==> src/rtl/sdp_pkg.sv <==
// Package for the int4 x int8 scaled dot product core.
// Widths, field offsets, defaults and the structs passed between stages.
// No dependencies.
package sdp_pkg;

    localparam int LANES_DEF      = 8;
    localparam int SCALE_BITS_DEF = 16;

    localparam int FIELD_LANES = 8;
    localparam int CODE_W      = 4;
    localparam int ACT_W       = 8;
    localparam int CODE_OFFSET = 8;
    localparam int PROD_W      = 12;
    localparam int ACC_W       = 32;
    localparam int SCALE_W     = 16;
    localparam int SC_PROD_W   = 2 * SCALE_W;
    localparam int FULL_W      = 64;
    localparam int SCALED_W    = 48;
    localparam int COUNT_W     = 4;

    localparam int CODES_LSB  = 0;
    localparam int ACTS_LSB   = CODES_LSB + FIELD_LANES * CODE_W;
    localparam int COUNT_LSB  = ACTS_LSB + FIELD_LANES * ACT_W;
    localparam int WSCALE_LSB = COUNT_LSB + COUNT_W;
    localparam int ASCALE_LSB = WSCALE_LSB + SCALE_W;
    localparam int S_DATA_W   = 136;
    localparam int M_DATA_W   = 80;

    typedef logic signed [PROD_W-1:0] prod_t;

    typedef struct packed {
        logic               valid;
        logic               last;
        logic [SCALE_W-1:0] w_scale;
        logic [SCALE_W-1:0] a_scale;
    } sdp_ctl_t;

    typedef struct packed {
        logic               valid;
        logic [ACC_W-1:0]   dot;
        logic [SCALE_W-1:0] w_scale;
        logic [SCALE_W-1:0] a_scale;
    } sdp_dot_t;

endpackage

==> src/rtl/sdp_lane.sv <==
// One multiply lane: int4 weight code (offset 8) times signed int8 activation.
// Registers the product, zero when the element is past the count. Uses sdp_pkg.
module sdp_lane (
    input  logic                       aclk,
    input  logic                       advance,
    input  logic                       en,
    input  logic [sdp_pkg::CODE_W-1:0] code,
    input  logic [sdp_pkg::ACT_W-1:0]  act,
    output sdp_pkg::prod_t             prod
);
    import sdp_pkg::*;

    logic signed [CODE_W:0] weight;
    prod_t                  prod_reg;
    prod_t                  prod_next;

    assign weight = $signed({1'b0, code}) - $signed((CODE_W+1)'(CODE_OFFSET));

    always_comb begin
        prod_next = '0;
        if (en) begin
            prod_next = PROD_W'(weight * $signed(act));
        end
    end

    always_ff @(posedge aclk) begin
        if (advance) begin
            prod_reg <= prod_next;
        end
    end

    assign prod = prod_reg;

endmodule

==> src/rtl/sdp_merge.sv <==
// Merge stage: sums the lane products into the wrapping 32-bit accumulator.
// Holds the beat's control alongside the lane registers. Uses sdp_pkg.
module sdp_merge #(
    parameter int NL = sdp_pkg::FIELD_LANES
) (
    input  logic              aclk,
    input  logic              aresetn,
    input  logic              advance,
    input  sdp_pkg::sdp_ctl_t ctl_in,
    input  sdp_pkg::prod_t    prod [NL],
    output sdp_pkg::sdp_dot_t dot_out
);
    import sdp_pkg::*;

    sdp_ctl_t         ctl_reg;
    logic [ACC_W-1:0] acc_reg;
    logic [ACC_W-1:0] acc_next;
    logic [ACC_W-1:0] acc_sum;
    sdp_dot_t         dot_reg;
    sdp_dot_t         dot_next;

    always_comb begin
        acc_sum = acc_reg;
        for (int i = 0; i < NL; i++) begin
            acc_sum = acc_sum + {{(ACC_W-PROD_W){prod[i][PROD_W-1]}}, prod[i]};
        end
    end

    always_comb begin
        acc_next         = acc_reg;
        dot_next.valid   = 1'b0;
        dot_next.dot     = acc_sum;
        dot_next.w_scale = ctl_reg.w_scale;
        dot_next.a_scale = ctl_reg.a_scale;
        if (ctl_reg.valid) begin
            if (ctl_reg.last) begin
                acc_next       = '0;
                dot_next.valid = 1'b1;
            end else begin
                acc_next = acc_sum;
            end
        end
    end

    // only the valid bits and the accumulator are reset; data follows advance
    always_ff @(posedge aclk) begin
        if (!aresetn) begin
            ctl_reg.valid <= 1'b0;
            acc_reg       <= '0;
            dot_reg.valid <= 1'b0;
        end else if (advance) begin
            ctl_reg <= ctl_in;
            acc_reg <= acc_next;
            dot_reg <= dot_next;
        end
    end

    assign dot_out = dot_reg;

`ifndef ASSERT_OFF
    a_acc_clear: assert property (@(posedge aclk) disable iff (!aresetn)
        (advance && ctl_reg.valid && ctl_reg.last) |=> (acc_reg == '0))
        else $error("accumulator not cleared after last beat");
    a_acc_hold: assert property (@(posedge aclk) disable iff (!aresetn)
        !advance |=> $stable(acc_reg))
        else $error("accumulator moved during stall");
    a_no_result: assert property (@(posedge aclk) disable iff (!aresetn)
        (advance && !(ctl_reg.valid && ctl_reg.last)) |=> !dot_reg.valid)
        else $error("result without a last beat");
`endif

endmodule

==> src/rtl/sdp_scale.sv <==
// Scaling stages: weight scale times activation scale, then dot times that into
// the product register, then an arithmetic shift right by SCALE_BITS. Uses sdp_pkg.
module sdp_scale #(
    parameter int SCALE_BITS = sdp_pkg::SCALE_BITS_DEF
) (
    input  logic                         aclk,
    input  logic                         aresetn,
    input  logic                         advance,
    input  sdp_pkg::sdp_dot_t            dot_in,
    output logic                         out_valid,
    output logic [sdp_pkg::ACC_W-1:0]    raw_dot,
    output logic [sdp_pkg::SCALED_W-1:0] scaled_product
);
    import sdp_pkg::*;

    logic                        v3_reg;
    logic [ACC_W-1:0]            dot3_reg;
    logic [SC_PROD_W-1:0]        sc_reg;
    logic                        v4_reg;
    logic [ACC_W-1:0]            dot4_reg;
    logic signed [FULL_W-1:0]    full_reg;
    logic signed [FULL_W-1:0]    full_next;
    logic signed [FULL_W:0]      mul_wide;
    logic signed [FULL_W-1:0]    shifted;

    assign mul_wide  = $signed(dot3_reg) * $signed({1'b0, sc_reg});
    assign full_next = mul_wide[FULL_W-1:0];

    always_ff @(posedge aclk) begin
        if (!aresetn) begin
            v3_reg <= 1'b0;
            v4_reg <= 1'b0;
        end else if (advance) begin
            v3_reg <= dot_in.valid;
            v4_reg <= v3_reg;
        end
    end

    always_ff @(posedge aclk) begin
        if (advance) begin
            dot3_reg <= dot_in.dot;
            sc_reg   <= dot_in.w_scale * dot_in.a_scale;
            dot4_reg <= dot3_reg;
            full_reg <= full_next;
        end
    end

    assign shifted        = full_reg >>> SCALE_BITS;
    assign out_valid      = v4_reg;
    assign raw_dot        = dot4_reg;
    assign scaled_product = shifted[SCALED_W-1:0];

endmodule

==> src/rtl/int4_int8_scaled_dot_product_core.sv <==
// Top level of the int4 x int8 scaled dot product core.
// Instantiates the multiply lanes, the merge stage and the scaling stages.
// Depends on sdp_pkg, sdp_lane, sdp_merge and sdp_scale.
//
// Usage: each input beat on s_* carries eight 4-bit weight codes (weight is
// code minus 8), eight signed 8-bit activations, a valid element count and
// both Q0.16 scales. The products of the first count elements (capped at the
// lane count) are added to a wrapping 32-bit accumulator. A beat with s_tlast
// high closes the dot product: one result beat follows on m_* with the raw
// dot and the dot times both scales, shifted right by SCALE_BITS.
// Beats without s_tlast give no result.
// Pipeline: lane and control registers, merge result register, scaling registers.
// Throughput: one beat per cycle while not stalled, set by the accumulate in the
// merge stage; the lanes and the two multiply stages are pipelined.
// Stall: while m_tvalid is high and m_tready low the whole pipeline holds
// and s_tready is low; nothing is dropped.
// Reset: aresetn low empties the pipeline and clears the accumulator.
module int4_int8_scaled_dot_product_core #(
    parameter int LANES      = sdp_pkg::LANES_DEF,
    parameter int SCALE_BITS = sdp_pkg::SCALE_BITS_DEF
) (
    input  logic                         aclk,
    input  logic                         aresetn,
    input  logic                         s_tvalid,
    output logic                         s_tready,
    // weight_codes[31:0], activations[95:32], valid_count[99:96],
    // weight_scale[115:100], activation_scale[131:116], zero pad
    input  logic [sdp_pkg::S_DATA_W-1:0] s_tdata,
    input  logic                         s_tlast,
    output logic                         m_tvalid,
    input  logic                         m_tready,
    // raw_dot[31:0], scaled_product[79:32]
    output logic [sdp_pkg::M_DATA_W-1:0] m_tdata
);
    import sdp_pkg::*;

    localparam int NL = (LANES < FIELD_LANES) ? LANES : FIELD_LANES;

    logic                advance;
    logic [COUNT_W-1:0]  count;
    sdp_ctl_t            ctl_in;
    prod_t               prod [NL];
    sdp_dot_t            dot;
    logic [ACC_W-1:0]    raw_dot;
    logic [SCALED_W-1:0] scaled_product;

    assign advance  = !m_tvalid || m_tready;
    assign s_tready = advance;
    assign count    = s_tdata[COUNT_LSB +: COUNT_W];

    assign ctl_in.valid   = s_tvalid;
    assign ctl_in.last    = s_tlast;
    assign ctl_in.w_scale = s_tdata[WSCALE_LSB +: SCALE_W];
    assign ctl_in.a_scale = s_tdata[ASCALE_LSB +: SCALE_W];

    for (genvar i = 0; i < NL; i++) begin : g_lane
        sdp_lane u_lane (
            .aclk    (aclk),
            .advance (advance),
            .en      (count > COUNT_W'(i)),
            .code    (s_tdata[CODES_LSB + i*CODE_W +: CODE_W]),
            .act     (s_tdata[ACTS_LSB + i*ACT_W +: ACT_W]),
            .prod    (prod[i])
        );
    end

    sdp_merge #(
        .NL (NL)
    ) u_merge (
        .aclk    (aclk),
        .aresetn (aresetn),
        .advance (advance),
        .ctl_in  (ctl_in),
        .prod    (prod),
        .dot_out (dot)
    );

    sdp_scale #(
        .SCALE_BITS (SCALE_BITS)
    ) u_scale (
        .aclk           (aclk),
        .aresetn        (aresetn),
        .advance        (advance),
        .dot_in         (dot),
        .out_valid      (m_tvalid),
        .raw_dot        (raw_dot),
        .scaled_product (scaled_product)
    );

    assign m_tdata = {scaled_product, raw_dot};

endmodule
==> config.mk <==
export PLATFORM = sky130hd
export DESIGN_NAME = int4_int8_scaled_dot_product_core
export DESIGN_NICKNAME = d
export VERILOG_FILES = /design/src/rtl/sdp_pkg.sv /design/src/rtl/sdp_lane.sv /design/src/rtl/sdp_merge.sv /design/src/rtl/sdp_scale.sv /design/src/rtl/int4_int8_scaled_dot_product_core.sv
export SDC_FILE = /design/constraint.sdc
export NUM_CORES = 2
export LEC_CHECK = 0
export BUFFER_PORTS_ARGS = -buffer_cell sky130_fd_sc_hd__buf_2
export CAP_MARGIN = 20
export CORE_MARGIN = 3
export CORE_UTILIZATION = 66
export CTS_CLUSTER_DIAMETER = 100
export DETAILED_ROUTE_END_ITERATION = 10
export PLACE_DENSITY = 0.84
export SYNTH_ARGS = -nofsm -noshare
export SYNTH_HDL_FRONTEND = slang
export SYNTH_SLANG_ARGS = --single-unit
==> constraint.sdc <==
create_clock -name aclk -period 13.2 [get_ports aclk]
set_clock_uncertainty 0.05 [all_clocks]
set_input_delay 2.64 -clock aclk [delete_from_list [all_inputs] [get_ports aclk]]
set_output_delay 2.64 -clock aclk [all_outputs]
set_load 0.02 [all_outputs]
==> out/metrics.yaml <==
grt:
  grt_first_pass_wirelength_mm: 264.3
  grt_use_met3: 0.07570
  grt_util_met2: 0.5342
  met1_usage: 0.3853
  antenna_found_initial: 5
  grt_pass1_vias: 51990
  grt.busiest_layer: "met2"
  grt.total_usage: 0.3137
  grt_overflow: 0
  grt_max_degree: 81
placed_design:
  hpwl_mm: 124.3
  port_buffers: 218
  place.gp.congestion: 0.9168
clock_tree:
  numCtsBuffers: 43
  cts_setup_buffers: 0
  cts_buffer_depth: 3
  cts_resized: 0
  htreeDepth: 2
  clock-sinks: 373
  insertion_delay_ns: 0.64
  clkTransAtPathRegs_ns: 0.06
  cts_hold_buf: 0
  clockRootBuffer: "clkbuf_16"
  cts_tree: "done"
timing:
  tightest_slew_ns: 1.183
  fin_crit_sh: 0.7367
  finalSetupViolations: 0
  min_period_ns: 9.725
  fin_setup_tns_ns: 0
  drv_slew: 0
  slew-limit-headroom: 0.2081
  timing.hold.ws_ns: 0.3590
  rsz0062_at_grt: "no"
  hold_viol: 0
  fmax_mhz: 102.8
synth:
  synth_top_area_share: 0.4233
  synth_fp_nets: 8869
  avgSynthCellArea_um2: 10.14
  syn_inst: 6712
  ys_ff_latch: 373
  ys_types: 72
  yosys_warnings: 0
  netlist_area_um2: 68060
  yosysTopAreaCell: "fa_1"
  synthArstFlopShare: 0
  synth_edf_count: 337
  synthTopCellsByArea: "fa_1, edfxtp_1, ha_1"
  synth-seq-area-share: 0.1593
  synth_top_flop_cell: "edfxtp_1"
drt:
  avgViaCountPerCell: 5.672
  drc: 0
  finalWirelength_mm: 160.6
  ant_nets: 0
  vias: 46510
  drt-initial-drc-count: 3271
  drt-wirelength-per-cell_um: 19.58
  first_pass_iters: 6
setup_path:
  worst-path-max-fanout: 19
  startpoint: "u_scale.dot3_reg[31]"
  r2r-start: "u_scale.dot3_reg[31]"
  critPathKind: "flop to flop"
  cp-start-kind: "flop"
  cp-end-kind: "flop"
  critical_path_arrival_ns: 10.05
  crit_required_ns: 13.52
job:
  maxCapViolations: 0
final_layout:
  largest_register_ffs: 96
  drive_above_1_share: 0.06266
  finish.utilization: 0.7049
  n_fill_cell: 7098
  areaGrowthSynthToFinish_pct: 5.686
  nNetsFinal: 8954
floorplanning:
  die_height_um: 327.1
  die_x_um: 327.1
  core_um2: 102000
  initial_utilization: 0.6670
  row_count: 117
  die_area_um2: 107000
  io_pins: 223
outcome:
  status: "finished, final reports clean"
hold_path:
  hp-class: "flop to flop"
  worstHoldStart: "u_merge.dot_out[59]"
-- metrics by stage --
stage / setup slack (ns) / instance area, um^2 / cells
after CTS: 3.511 / 71890 / 8197
final: 3.475 / 71930 / 8200
after detailed placement: 3.529 / 70470 / 8119
after floorplan: 2.459 / 68060 / 6712
after global placement: 3.725 / 70470 / 8119
after global routing: 2.981 / 71920 / 8199
-- kinds of logic (layout without fill, tap and decap cells) --
kind of cell,Yosys count,count (layout),share of synthesized area
fa+ha+maj,2016,2016,0.5294
xor+xnor,207,207,0.02664
buf+inv,1782,1900,0.09842
other cells,0,2,0
compound gates,388,388,0.03813
simple gates,1946,1946,0.1481
flops,373,373,0.1593
-- synth_stat cells, types with 15 or more instances --
master    instances
nor2b_1          84
a21oi_1         129
inv_1          1529
nor2_1          151
xor2_1           37
dfxtp_1          36
or2_2            51
clkbuf_1        246
nand2_1         675
and2_1          874
ha_1            577
nand2b_1         25
a21o_1           60
xnor2_1         170
o21bai_1         39
nand3_1          19
edfxtp_1        337
a31oi_1          15
fa_1           1439
nor3_1           24
o21ai_0          40
-- metal layers --
metal	vias to the layer above	routed length [um]
met5	-	43
met4	6	7353
met3	519	15800
met2	2186	79520
met1	23640	57840
li1	20160	-
-- path summary, 6_finish.rpt --
| check | end | slack, ns | cells after the start |
|---|---|---|---|
| setup / recovery | u_scale.full_reg[51] | 3.48 | 26 |
| hold / removal | u_scale.dot3_reg[27] | 0.36 | 0 |
| setup reg to reg | u_scale.full_reg[51] | 3.48 | 26 |
| hold reg to reg | u_scale.dot3_reg[27] | 0.36 | 0 |
-- layout make-up --
class,instances,area [um^2],share of cell area
well taps,1368,1712,0.02380
clock inverters,27,309.0,0.004297
multi-input cells,4557,50530,0.7025
clock buffers,51,1116,0.01552
repair buffers,292,1667,0.02317
diodes,2,5.005,0.00006958
inverters,1530,5751,0.07995
flip-flops and latches,373,10840,0.1507
-- cell usage in the layout, fill, tap and decap left out, drive strengths merged, types with 14 or more instances in the layout --
cell type,n
edfxtp,337
buf,292
xnor2,170
clkinv,18
clkbuf,51
nand2b,25
fa,1439
nor2b,84
or2,51
and3,14
inv,1535
ha,577
o21ai,43
dfxtp,36
nor3,24
nand3,19
nor2,151
a22o,14
a21oi,132
nand2,675
xor2,37
o21bai,39
and2,874
a21o,62
a31oi,16
-- critical path, cell delays in order, from the launching register on --
cell,delay (ns)
edfxtp_1,0.32
buf_4,0.27
clkinv_1,0.82
fa_1,0.86
inv_1,0.07
fa_1,0.53
inv_1,0.05
fa_1,0.49
fa_1,0.57
inv_1,0.07
fa_1,0.49
fa_1,0.45
fa_1,0.53
inv_1,0.05
fa_1,0.47
inv_1,0.04
ha_1,0.36
nand2_1,0.13
nor3_1,0.11
nand2_1,0.09
o22ai_1,0.08
a41oi_1,0.74
a211oi_1,0.30
o211ai_1,0.63
nand2_1,0.44
a41oi_1,0.36
xnor2_1,0.09
Power is left out: the tool's default activity adds up to more than one toggle a clock period on the data nets, which glitch-free logic cannot reach.
